==> config.mk <==
export PLATFORM = sky130hd
export DESIGN_NAME = imuca_ctrl
export DESIGN_NICKNAME = d
export VERILOG_FILES = /design/src/sv/assert_macros.svh /design/src/sv/imuca_pkg.sv /design/src/sv/imuca_ctrl.sv
export SDC_FILE = /design/constraint.sdc
export NUM_CORES = 1
export LEC_CHECK = 0
export BUFFER_PORTS_ARGS = -buffer_cell sky130_fd_sc_hd__buf_2
export CORE_AREA = 2 2 57 59
export DETAILED_ROUTE_END_ITERATION = 6
export DIE_AREA = 0 0 59 61
export PLACE_DENSITY = 0.78
export REMOVE_ABC_BUFFERS = 1
export SLEW_MARGIN = 15
export SYNTH_ARGS = -nofsm -noshare
export SYNTH_HDL_FRONTEND = slang
export SYNTH_SLANG_ARGS = --single-unit
==> constraint.sdc <==
create_clock -name clk_i -period 1.75 [get_ports clk_i]
set_clock_uncertainty 0.2 [all_clocks]
set_input_delay 0.175 -clock clk_i [delete_from_list [all_inputs] [get_ports clk_i]]
set_output_delay 0.175 -clock clk_i [all_outputs]
set_load 0.01 [all_outputs]
==> src/sv/assert_macros.svh <==
// Assertion macros shared by the attitude estimator RTL.
// Each macro expects clk_i and rst_ni to be visible where it is used.
`ifndef ASSERT_MACROS_SVH
`define ASSERT_MACROS_SVH

// Same-cycle implication.
`define IMUCA_ASSERT_IMP(lbl, ante, cons, msg) \
  lbl: assert property (@(posedge clk_i) disable iff (!rst_ni) (ante) |-> (cons)) \
    else $error(msg);

// Next-cycle implication.
`define IMUCA_ASSERT_NXT(lbl, ante, cons, msg) \
  lbl: assert property (@(posedge clk_i) disable iff (!rst_ni) (ante) |=> (cons)) \
    else $error(msg);

`endif

==> src/sv/imuca_pkg.sv <==
// Types, constants and command tables for the IMU attitude estimator.
// No dependencies; used by the controller, the datapath and the top level.
package imuca_pkg;

  localparam int unsigned CordicStepsDef = 16;
  localparam int unsigned AngleFracDef   = 16;
  localparam int unsigned StepW = 5;   // CORDIC step index, table has 24 entries
  localparam int unsigned JobW  = 4;
  localparam int unsigned XW    = 36;  // CORDIC x/y width
  localparam int unsigned ZW    = 33;  // CORDIC angle accumulator, Q24 degrees
  localparam int unsigned VW    = 39;  // multiplier A operand before splitting
  localparam int unsigned CW    = 19;  // low chunk width of the A operand
  localparam int unsigned BW    = 32;
  localparam int unsigned PW    = 52;
  localparam int unsigned AW    = 72;
  localparam int unsigned CfgIdxW  = 3;
  localparam int unsigned CfgDataW = 25;

  localparam logic signed [BW-1:0] InvGainQ30 = 32'sd652032874;
  localparam logic signed [BW-1:0] AlphaQ24   = 32'sd16106127;
  localparam logic signed [BW-1:0] BetaQ24    = 32'sd671089;

  typedef struct packed {
    logic signed [15:0] accel_x;
    logic signed [15:0] accel_y;
    logic signed [15:0] accel_z;
    logic signed [15:0] rate_x;
    logic signed [15:0] rate_y;
    logic signed [15:0] rate_z;
  } in_item_t;

  typedef struct packed {
    logic signed [31:0] pitch_deg;
    logic signed [31:0] roll_deg;
    logic signed [31:0] yaw_deg;
  } out_item_t;

  typedef enum logic [CfgIdxW-1:0] {
    REG_GYRO_RANGE  = 3'd0,
    REG_ACCEL_RANGE = 3'd1,
    REG_OFFSET_X    = 3'd2,
    REG_OFFSET_Y    = 3'd3,
    REG_OFFSET_Z    = 3'd4,
    REG_STEP_TIME   = 3'd5,
    REG_YAW_GAIN    = 3'd6
  } cfg_reg_e;

  typedef enum logic [3:0] {
    OP_NOP, OP_LOAD, OP_MUL_LO, OP_ACC_LO, OP_ACC_HI, OP_STORE, OP_CORDIC, OP_SEED, OP_OUT
  } dp_op_e;

  typedef enum logic [3:0] {
    A_DX, A_DY, A_DZ, A_WX, A_WY, A_WZ, A_X0, A_X1, A_SP, A_SR, A_TP, A_TR
  } asel_e;

  typedef enum logic [2:0] {
    B_RECIP, B_STEP, B_YAW, B_INV, B_ALPHA, B_BETA
  } bsel_e;

  typedef enum logic [1:0] {
    BASE_ZERO, BASE_RND, BASE_HALF, BASE_ACC
  } base_e;

  typedef enum logic [3:0] {
    DST_NONE, DST_WX, DST_WY, DST_WZ, DST_INC_R, DST_INC_P, DST_YAW,
    DST_MAG0, DST_MAG1, DST_PITCH, DST_ROLL
  } dst_e;

  typedef struct packed {
    asel_e asel;
    bsel_e bsel;
    base_e base;
    dst_e  dst;
  } job_t;

  typedef struct packed {
    dp_op_e           op;
    job_t             job;
    logic [StepW-1:0] step;
  } cmd_t;

  // Job indexes that the controller branches on.
  localparam logic [JobW-1:0] JobLastRate = 4'd5;
  localparam logic [JobW-1:0] JobLastMag  = 4'd7;
  localparam logic [JobW-1:0] JobLast     = 4'd11;

  function automatic job_t job_cmd(input logic [JobW-1:0] j);
    job_t r;
    case (j)
      4'd0:    r = '{A_DX, B_RECIP, BASE_ZERO, DST_WX};
      4'd1:    r = '{A_DY, B_RECIP, BASE_ZERO, DST_WY};
      4'd2:    r = '{A_DZ, B_RECIP, BASE_ZERO, DST_WZ};
      4'd3:    r = '{A_WX, B_STEP,  BASE_RND,  DST_INC_R};
      4'd4:    r = '{A_WY, B_STEP,  BASE_RND,  DST_INC_P};
      4'd5:    r = '{A_WZ, B_YAW,   BASE_RND,  DST_YAW};
      4'd6:    r = '{A_X0, B_INV,   BASE_ZERO, DST_MAG0};
      4'd7:    r = '{A_X1, B_INV,   BASE_ZERO, DST_MAG1};
      4'd8:    r = '{A_SP, B_ALPHA, BASE_HALF, DST_NONE};
      4'd9:    r = '{A_TP, B_BETA,  BASE_ACC,  DST_PITCH};
      4'd10:   r = '{A_SR, B_ALPHA, BASE_HALF, DST_NONE};
      4'd11:   r = '{A_TR, B_BETA,  BASE_ACC,  DST_ROLL};
      default: r = '{A_DX, B_RECIP, BASE_ZERO, DST_NONE};
    endcase
    return r;
  endfunction

  // atan(2^-i) in Q24 degrees.
  function automatic logic signed [31:0] atan_q24(input logic [StepW-1:0] i);
    logic signed [31:0] r;
    case (i)
      5'd0:  r = 32'sd754974720;
      5'd1:  r = 32'sd445687602;
      5'd2:  r = 32'sd235489088;
      5'd3:  r = 32'sd119537938;
      5'd4:  r = 32'sd60000934;
      5'd5:  r = 32'sd30029717;
      5'd6:  r = 32'sd15018523;
      5'd7:  r = 32'sd7509720;
      5'd8:  r = 32'sd3754917;
      5'd9:  r = 32'sd1877466;
      5'd10: r = 32'sd938734;
      5'd11: r = 32'sd469367;
      5'd12: r = 32'sd234684;
      5'd13: r = 32'sd117342;
      5'd14: r = 32'sd58671;
      5'd15: r = 32'sd29335;
      5'd16: r = 32'sd14668;
      5'd17: r = 32'sd7334;
      5'd18: r = 32'sd3667;
      5'd19: r = 32'sd1833;
      5'd20: r = 32'sd917;
      5'd21: r = 32'sd458;
      5'd22: r = 32'sd229;
      5'd23: r = 32'sd115;
      default: r = 32'sd0;
    endcase
    return r;
  endfunction

  // Reciprocal gyro sensitivity in Q24 (deg/s per LSB).
  function automatic logic [20:0] gyro_recip(input logic [1:0] rng);
    logic [20:0] r;
    case (rng)
      2'd0:    r = 21'd128070;
      2'd1:    r = 21'd256141;
      2'd2:    r = 21'd511500;
      2'd3:    r = 21'd1023001;
      default: r = 21'd128070;
    endcase
    return r;
  endfunction

endpackage

==> src/sv/imuca_ctrl.sv <==
// Sequencer for the attitude estimator: steps the datapath through the
// multiply jobs and CORDIC passes. Depends on imuca_pkg.
module imuca_ctrl #(
  parameter int unsigned CORDIC_STEPS = imuca_pkg::CordicStepsDef
) (
  input  logic              clk_i,
  input  logic              rst_ni,
  input  logic              in_valid_i,
  output logic              in_ready_o,
  output logic              out_valid_o,
  input  logic              out_ready_i,
  output imuca_pkg::cmd_t   cmd_o
);
  import imuca_pkg::*;

  typedef enum logic [7:0] {
    S_IDLE   = 8'b00000001,
    S_MLO    = 8'b00000010,
    S_ALO    = 8'b00000100,
    S_AHI    = 8'b00001000,
    S_STORE  = 8'b00010000,
    S_CORDIC = 8'b00100000,
    S_SEED   = 8'b01000000,
    S_FINISH = 8'b10000000
  } state_e;

  localparam logic [StepW-1:0] LastStep = StepW'(CORDIC_STEPS - 1);

  state_e           state_q, state_d;
  logic [JobW-1:0]  job_q, job_d;
  logic [StepW-1:0] step_q, step_d;
  logic             pass_q, pass_d;
  logic             first_q, first_d;
  logic             out_valid_q, out_valid_d;

  always_comb begin
    state_d     = state_q;
    job_d       = job_q;
    step_d      = step_q;
    pass_d      = pass_q;
    first_d     = first_q;
    out_valid_d = out_valid_q && !out_ready_i;
    cmd_o.op    = OP_NOP;
    cmd_o.job   = job_cmd(job_q);
    cmd_o.step  = step_q;
    case (state_q)
      S_IDLE: begin
        if (in_valid_i) begin
          cmd_o.op = OP_LOAD;
          job_d    = '0;
          state_d  = S_MLO;
        end
      end
      S_MLO: begin
        cmd_o.op = OP_MUL_LO;
        state_d  = S_ALO;
      end
      S_ALO: begin
        cmd_o.op = OP_ACC_LO;
        state_d  = S_AHI;
      end
      S_AHI: begin
        cmd_o.op = OP_ACC_HI;
        state_d  = S_STORE;
      end
      S_STORE: begin
        cmd_o.op = OP_STORE;
        job_d    = job_q + 1'b1;
        if (job_q == JobLastRate) begin
          step_d  = '0;
          pass_d  = 1'b0;
          state_d = S_CORDIC;
        end else if (job_q == JobLastMag) begin
          step_d  = '0;
          pass_d  = 1'b1;
          state_d = S_CORDIC;
        end else if (job_q == JobLast) begin
          state_d = S_FINISH;
        end else begin
          state_d = S_MLO;
        end
      end
      S_CORDIC: begin
        cmd_o.op = OP_CORDIC;
        step_d   = step_q + 1'b1;
        if (step_q == LastStep) begin
          if (!pass_q) begin
            state_d = S_MLO;
          end else if (first_q) begin
            state_d = S_SEED;
          end else begin
            state_d = S_MLO;
          end
        end
      end
      S_SEED: begin
        cmd_o.op = OP_SEED;
        first_d  = 1'b0;
        state_d  = S_FINISH;
      end
      S_FINISH: begin
        // Wait until the output register is free or being emptied.
        if (!out_valid_q || out_ready_i) begin
          cmd_o.op    = OP_OUT;
          out_valid_d = 1'b1;
          state_d     = S_IDLE;
        end
      end
      default: state_d = S_IDLE;
    endcase
  end

  always_ff @(posedge clk_i or negedge rst_ni) begin
    if (!rst_ni) begin
      state_q     <= S_IDLE;
      job_q       <= '0;
      step_q      <= '0;
      pass_q      <= 1'b0;
      first_q     <= 1'b1;
      out_valid_q <= 1'b0;
    end else begin
      state_q     <= state_d;
      job_q       <= job_d;
      step_q      <= step_d;
      pass_q      <= pass_d;
      first_q     <= first_d;
      out_valid_q <= out_valid_d;
    end
  end

  assign in_ready_o  = (state_q == S_IDLE);
  assign out_valid_o = out_valid_q;

endmodule

### Word level (Yosys, flattened, before mapping)

Memories as Yosys holds them, arrays and structs flattened.
Cells that the tools add are included.
Widths: inputs -> output; s select.

* add/subtract/negate cells: 2
* equality and inequality tests: 16
* muxes and demuxes: 21
* reductions and logical operators: 11

Operators with widths (count)
* $pmux 8 s8: 1
* $mux 8: 6
* $pmux 4 s8: 1
* $mux 7: 2
* $mux 5: 2
* $pmux 5 s2: 1
* $eq 4x3->1 const B: 2
* $eq 8x1->1 const B: 1
* $eq 8x2->1 const B: 1
* $eq 8x3->1 const B: 1
* $eq 8x4->1 const B: 1
* $eq 8x5->1 const B: 1
* $eq 8x6->1 const B: 1
* $eq 8x7->1 const B: 1
* $eq 8x8->1 const B: 1
* $mux 4: 2
* $pmux 4 s2: 1
* $ne 2x2->1 const B: 3
* $reduce_and 2->1: 3
* $reduce_bool 2->1: 3
* $add 5x1->5 const B: 1
* $eq 5x4->1 const B: 1
* $mux 1: 5
* $add 4x1->4 const B: 1
* other kinds (6): 7

* output and inout port bits: 24
* memory bits (read-only): 208
* input bits: 4
* bits in registers: 20
* logic and storage cells: 57
* memories: 1

Memory list
* (no name shown): words 16, bits a word 13, rd ports 1, clocked after memory_dff 0, wr ports 0, line imuca_pkg.sv:89 `case (j)`

### Depth between registers and ports, before layout

Gate-level depths: netlist of run 1.

* depth in word-level cells: 5
* depth in mapped cells: 7
* depth with buffers taken out: 7

### Worst setup path after synthesis of run 1

No wires, ideal clock.

* path type: reg2reg
* start: register job_q[1]
* end: register step_q[2]
* required time: 1416 ps
* data arrival time: 1421 ps
* setup time: 134 ps
* clock period less this slack: 1755 ps
* path slack: -5 ps
* stages on the path, launching flop included: 8
* buffers on the path: 0
* cell sequence: dfrtp_1 -> inv_1 -> ha_1 -> nor2_1 -> nor4b_1 -> o211ai_1 -> o21ai_0 -> o21ai_0

* cells in the longest elaborated chain, start to end: 3
* elaborated cells between the ends (all ways): 6
* those cells by class: 3 x eq/ne; 2 x mux; 1 x reduce/logical

Ends and longest elaborated chain
* from (decl): line imuca_ctrl.sv:30 `logic [JobW-1:0] job_q, job_d;`
* from (signal assigned): line imuca_ctrl.sv:123 `job_q <= job_d;`
* $eq 4x3->1 (on tied branches): line imuca_ctrl.sv:69, imuca_ctrl.sv:73
* $mux 5 / $ne 3x3->1 (equally long branches)
* $pmux 5 s2 / $reduce_and 2->1 (equally long branches)
* to (signal assigned): line imuca_ctrl.sv:124 `step_q <= step_d;`
* to (decl): line imuca_ctrl.sv:31 `logic [StepW-1:0] step_q, step_d;`

Several ways; a longest one is shown, not always the timed one.
A chain may end at the register's enable or synchronous reset.

==> results of run 1 <==
## power by group
group	leakage, nW	switching [mW]	internal [mW]	total [mW]
logic	0.863	0.430	0.507	0.937
registers	0.264	0.0775	0.512	0.590
clock network	0.0210	0.162	0.127	0.289
## worst min-delay path, cell delays in order
cell and delay [ns]:
buf_2 0.14, mux2i_4 0.09, nand2_1 0.06, o21ai_0 0.06
## layout by cell type (no fill, tap or decap), types with 2 or more instances in the layout
master / Yosys / routed
a21oi_1: 4 / 4
and3_1: 3 / 2
buf_2: 1 / 24
buf_4: 2 / 41
buf_6: 1 / 21
clkbuf_4: 0 / 3
dfrtp_1: 18 / 14
dfrtp_2: 0 / 4
dfstp_2: 2 / 2
dlygate4sd3_1: 0 / 2
ha_1: 6 / 2
ha_4: 0 / 3
inv_1: 12 / 5
inv_2: 0 / 5
inv_4: 0 / 2
mux2i_1: 3 / 2
nand2_1: 17 / 9
nand2_2: 0 / 6
nand2_4: 0 / 2
nand2b_1: 2 / 2
nand3_1: 7 / 2
nand3_2: 0 / 5
nand4_1: 3 / 3
nor2_1: 15 / 11
nor2_4: 0 / 3
nor2b_1: 4 / 3
nor3_1: 7 / 2
nor3_2: 1 / 5
nor3b_2: 1 / 2
o211ai_1: 2 / 2
o21ai_0: 14 / 4
o21ai_1: 0 / 6
o21ai_2: 0 / 4
or3_4: 2 / 3
xor2_1: 2 / 2
## worst max-delay path by stage
stage / start / to / slack (ns) / cells after the start
floorplan: job_q[3] / state_q[1] / -0.10 / 5
global placement: state_q[1] / cmd_o[18] / -0.16 / 6
detailed placement: state_q[1] / cmd_o[18] / -0.14 / 6
CTS: state_q[5] / cmd_o[18] / -0.39 / 6
global route: state_q[5] / cmd_o[20] / -0.58 / 6
finish: state_q[3] / cmd_o[18] / -0.47 / 6
## stage by stage
step	std cells	setup TNS (ns)	hold slack, ns	cell area, µm²	setup slack [ns]
after detailed placement	239	-0.7568	-0.04754	1677	-0.1377
after global routing	272	-6.016	0.04352	2293	-0.5804
after floorplan	146	-0.1300	-0.3206	1252	-0.1020
after CTS	263	-2.665	0.06554	2014	-0.3933
final	272	-3.749	0.05417	2293	-0.4704
after global placement	239	-0.5298	-0.04611	1677	-0.1606
## final cells by class
type / instances / area (µm²) / area share, %
Multi-Input combinational cell: 114 / 953.4 / 41.57
Timing Repair Buffer: 89 / 704.4 / 30.71
Sequential cell: 20 / 508.0 / 22.15
Inverter: 12 / 50.05 / 2.182
Tap cell: 33 / 41.29 / 1.800
Clock buffer: 4 / 36.28 / 1.582
## kinds of logic (layout without fill, tap and decap cells)
family,count (synthesis),in the layout,share of synthesized area (%)
AOI/OAI and AO/OA,29,29,13.47
buffers and inverters,18,105,6.491
and+or+nand+nor,73,73,30.91
muxes,3,3,2.326
xor gates and xnor gates,3,3,2.035
adders and majority gates,6,6,5.814
DFF,20,20,38.95
## metal layers
| metal | up-vias | track usage, % |
|---|---|---|
| li1 | 710 | - |
| met1 | 778 | 28.89 |
| met2 | 68 | 37.94 |
| met3 | 25 | 4.904 |
| met4 | 0 | 8.442 |
| met5 | - | 0 |
## state kept, by name, indices dropped and copies added, names as in the netlist
| name | cells |
|---|---|
| pass_q | 1 |
| job_q | 4 |
| step_q | 5 |
| first_q | 1 |
| out_valid_o | 1 |
| state_q | 8 |
## what timing repair did
| item | in CTS | in global routing |
|---|---|---|
| endpoints found under the hold margin | 21 | 0 |
| gates resized for setup | 43 | 57 |
| hold buffers | 2 | 0 |
| buffers inserted | 18 | 11 |
| pin swaps | 12 | 20 |
| setup endpoints to repair | 23 | 31 |
| cloned | 0 | 1 |
==> flow_metrics.env, run 1 <==
export IMPL_status="finished, violations left"
export IMPL_violations="setup timing"
export IMPL_grtUsageTotal_pct=22.68
export IMPL_clock_sinks=20
export IMPL_synth_cells_most_frequent="18 x dfrtp_1, 17 x nand2_1, 15 x nor2_1"
export IMPL_worst_path_buf_inv=1
export IMPL_report_power_total_mw=1.816
export IMPL_num_nets_final=250
export IMPL_gp_congestion=0.8983
export IMPL_fp_row_count=20
export IMPL_synth_distinct_cells=43
export IMPL_antenna_found_initial=0
export IMPL_worst_setup_path_type="reg2out"
export IMPL_via_per_inst=5.813
export IMPL_worstPathMaxFanout=2
export IMPL_whs_path_depth=4
export IMPL_postRouteAntennaNets=0
export IMPL_worstSetupStartpointType="flop"
export IMPL_clk_pin_slew_ns=0.12
export IMPL_syn_area_mm2=0.001291
export IMPL_wl_per_cell_um=18.03
export IMPL_holdCritStartpoint="in_valid_i"
export IMPL_drt_wl_total_um=4903
export IMPL_avgSynthCellArea_um2=8.495
export IMPL_route_met2_wl_um=2583
export IMPL_maxSlewHeadroom_pct=66.67
export IMPL_power_leakage_nw=1.149
export IMPL_drt_iter0_markers=91
export IMPL_power_density_mw_per_mm2=791.7
export IMPL_r2r_end="state_q[0]"
export IMPL_setup_viol=27
export IMPL_die_w_um=59
export IMPL_yosysWarnings=0
export IMPL_cts_made_buffers=3
export IMPL_rsz0062_at_grt="yes"
export IMPL_ys_flop_type="dfrtp_1"
export IMPL_boundaryPins=28
export IMPL_critPathMaxStageDelay_ns=0.47
export IMPL_root_buffer="clkbuf_4"
export IMPL_hold_viol_final=0
export IMPL_drc=0
export IMPL_setup_ws_ns=-0.4704
export IMPL_cts_max_level=1
export IMPL_synth_edff_count=0
export IMPL_grt_max_degree=21
export IMPL_postLayoutCoreUtil_pct=77.67
export IMPL_fillCellCount=171
export IMPL_regToRegSetupSlack_ns=-0.27
export IMPL_drive_above_1_share_pct=62.76
export IMPL_grt_pass1_wl_um=6120
export IMPL_area_growth_pct=77.62
export IMPL_seq_area_frac_synth_pct=38.95
export IMPL_route_met3_wl_um=244
export IMPL_synthCells=152
export IMPL_critical_path_cell_chain="nor4_4 > nor3b_2 > nand2_1 > and2_4 > nand3_2 > buf_6"
export IMPL_dpl_hpwl_um=2399
export IMPL_maxCapViolCount=0
export IMPL_r2r_cells=7
export IMPL_max_freq_mhz=450.4
export IMPL_hold_path_endpoint="job_q[0]"
export IMPL_required_ns=1.37
export IMPL_worstReg2RegStart="state_q[5]"
export IMPL_period_needed_ns=2.220
export IMPL_top_layer_used="met4"
export IMPL_portBuffers=27
export IMPL_cp_slowest_cell="dfrtp_2"
export IMPL_yosysTopAreaCell="dfrtp_1"
export IMPL_grt_pass1_vias=1333
export IMPL_peakVddDrop_mv=0.5398
export IMPL_die_h_um=61
export IMPL_tritoncts="yes"
export IMPL_grt_overflow=0
export IMPL_wl_met1_um=1890
export IMPL_ys_ff_latch=20
export IMPL_synthMostInstantiatedCell="dfrtp_1"
export IMPL_critPathTopFamily="simple AND/OR/NAND/NOR gates"
export IMPL_worst_slew_pin_transition_ns=0.4999
export IMPL_finalCritPeriodShare_pct=126.9
export IMPL_clk_latency_ns=0.32
export IMPL_num_antenna_cells=0
export IMPL_crit_arrival_ns=1.85
export IMPL_synthTopCellsByArea="dfrtp_1 35%, ha_1 5.8%, o21ai_0 5.4%"
export IMPL_core_mm2=0.002953
export IMPL_dieArea_mm2=0.003599
export IMPL_synth_top_area_share_pct=34.88
export IMPL_vias=1581
export IMPL_async_reset_ff_share_pct=100.0
export IMPL_hold_class="in2reg"
export IMPL_finalMaxSlewViolations=0
export IMPL_dr_pass1_iters=4
export IMPL_clk_path_buf_depth=2
export IMPL_start_util_pct=43.73
export IMPL_crit_path_end_kind="output port"
Note: power is estimated with default switching activity, not from simulation.
==> inputs of run 2 (changes only) <==
--- a/config.mk
+++ b/config.mk
@@ -9,7 +9,7 @@
 export CORE_AREA = 2 2 57 59
 export DETAILED_ROUTE_END_ITERATION = 6
 export DIE_AREA = 0 0 59 61
-export PLACE_DENSITY = 0.78
+export PLACE_DENSITY = 0.75
 export REMOVE_ABC_BUFFERS = 1
 export SLEW_MARGIN = 15
 export SYNTH_ARGS = -nofsm -noshare
==> constraint.sdc (replaced) <==
create_clock -name clk_i -period 2.8 [get_ports clk_i]
set_clock_uncertainty 0.2 [all_clocks]
set_input_delay 0.28 -clock clk_i [delete_from_list [all_inputs] [get_ports clk_i]]
set_output_delay 0.28 -clock clk_i [all_outputs]
set_load 0.01 [all_outputs]
==> flow_metrics.env, run 2 (synthesis results as in run 1) <==
export IMPL_grt_pass1_wl_um=4505
export IMPL_dieArea_mm2=0.003599
export IMPL_via_per_inst=5.389
export IMPL_portBuffers=27
export IMPL_status="finished, final reports clean"
export IMPL_setup_viol=0
export IMPL_regToRegSetupSlack_ns=0.64
export IMPL_crit_arrival_ns=1.99
export IMPL_post_cts_buffers=0
export IMPL_drive_above_1_share_pct=21.91
export IMPL_antenna_found_initial=0
export IMPL_peakVddDrop_mv=0.1924
export IMPL_area_growth_pct=14.24
export IMPL_worstSetupStartpointType="flop"
export IMPL_route_met2_wl_um=1448
export IMPL_die_h_um=61
export IMPL_dpl_hpwl_um=2196
export IMPL_wl_per_cell_um=13.09
export IMPL_hold_viol_final=0
export IMPL_clk_latency_ns=0.29
export IMPL_tritoncts="yes"
export IMPL_root_buffer="clkbuf_4"
export IMPL_gp_congestion=0.8458
export IMPL_core_mm2=0.002953
export IMPL_worst_setup_path_type="reg2out"
export IMPL_hold_class="in2reg"
export IMPL_worst_slew_pin_transition_ns=0.4795
export IMPL_power_density_mw_per_mm2=520.2
export IMPL_grt_overflow=0
export IMPL_start_util_pct=43.73
export IMPL_clk_path_buf_depth=2
export IMPL_fp_row_count=20
export IMPL_boundaryPins=28
export IMPL_num_nets_final=189
export IMPL_clk_pin_slew_ns=0.12
export IMPL_stdcell_area_mm2=0.001475
export IMPL_num_antenna_cells=0
export IMPL_rsz0062_at_grt="no"
export IMPL_period_needed_ns=2.466
export IMPL_layout_commonest_cell="buf_2"
export IMPL_finalMaxSlewViolations=0
export IMPL_power_leakage_nw=0.7505
export IMPL_drc=0
export IMPL_hold_ws_ns=0.09133
export IMPL_route_met3_wl_um=42
export IMPL_grtUsageTotal_pct=16.29
export IMPL_grt_pass1_vias=1073
export IMPL_maxSlewHeadroom_pct=67.89
export IMPL_cts_resized=0
export IMPL_cts_made_buffers=3
export IMPL_grt_max_degree=21
export IMPL_required_ns=2.32
export IMPL_clock_sinks=20
export IMPL_max_freq_mhz=405.5
export IMPL_dpl_cell_area_mm2=0.001429
export IMPL_postRouteAntennaNets=0
export IMPL_cts_hold_buffers=1
export IMPL_drt_wl_total_um=2762
export IMPL_cts_max_level=1
export IMPL_die_w_um=59
export IMPL_wl_met1_um=1243
export IMPL_largest_reg_flops=8
export IMPL_final_cell_mix="27 x buf_2, 18 x dfrtp_1, 17 x nand2_1, 15 x nor2_1, 14 x o21ai_0"
export IMPL_tns_ns=0
export IMPL_largest_register="state_q"
export IMPL_top_layer_used="met4"
export IMPL_vias=1137
export IMPL_drt_iter0_markers=30
export IMPL_dr_pass1_iters=4
export IMPL_maxCapViolCount=0
export IMPL_worstPathMaxFanout=6
export IMPL_crit_path_end_kind="output port"
export IMPL_finalCritPeriodShare_pct=88.08
export IMPL_biggestRegsByFlops="state_q (8), step_q (5), job_q (4)"
==> run 2: changes by cell type in the layout (fill, tap and decap cells not counted), moves of 7 or more <==
| cell | delta |
|---|---|
| inv_1 | +7 |
| buf_6 | -21 |
| nand2_1 | +8 |
| buf_4 | -41 |
| o21ai_0 | +10 |
==> run 2: layout make-up <==
cell class / count / area, µm²
fillers: 291 / 1478
multi-input cells: 114 / 704.4
flip-flops and latches: 20 / 503.0
repair buffers: 28 / 145.1
inverters: 12 / 45.04
well taps: 33 / 41.29
clock buffers: 4 / 36.28
==> run 2: metrics by stage <==
step / std cells / power [mW] / setup WS, ns / utilization (%)
floorplan: 146 / 0.5302 / 0.9218 / -
global route: 211 / 0.8306 / 0.1163 / 49.96
global placement: 206 / 0.5980 / 0.7309 / 48.39
finish: 211 / 0.7673 / 0.3337 / 49.96
CTS: 211 / 0.7777 / 0.3016 / 49.96
detailed placement: 206 / 0.6092 / 0.6507 / 48.39
==> run 2: final timing paths <==
check,start,end,cells after the start
hold reg to reg,first_q,first_q,1
max in group asynchronous,rst_ni,first_q,2
setup / recovery,state_q[1],cmd_o[19],6
min in group asynchronous,rst_ni,state_q[4],2
hold / removal,out_ready_i,out_valid_o,3
setup reg to reg,job_q[1],step_q[2],7
==> run 2: critical path: stages, from the launching register on <==
cell,delay (ns)
dfrtp_1,0.45
nor4_1,0.46
nor3b_2,0.31
nand2_1,0.09
and2_1,0.17
nand3_1,0.06
buf_2,0.15
==> run 2: layer usage <==
| metal | up-vias | track usage (%) |
|---|---|---|
| li1 | 582 | - |
| met1 | 545 | 19.79 |
| met2 | 8 | 29.21 |
| met3 | 2 | 1.706 |
| met4 | 0 | 7.143 |
| met5 | - | 0 |
==> run 2: power by group <==
group,switching (mW),internal (mW)
combinational,0.140,0.109
clock,0.0872,0.0791
sequential,0.0354,0.317
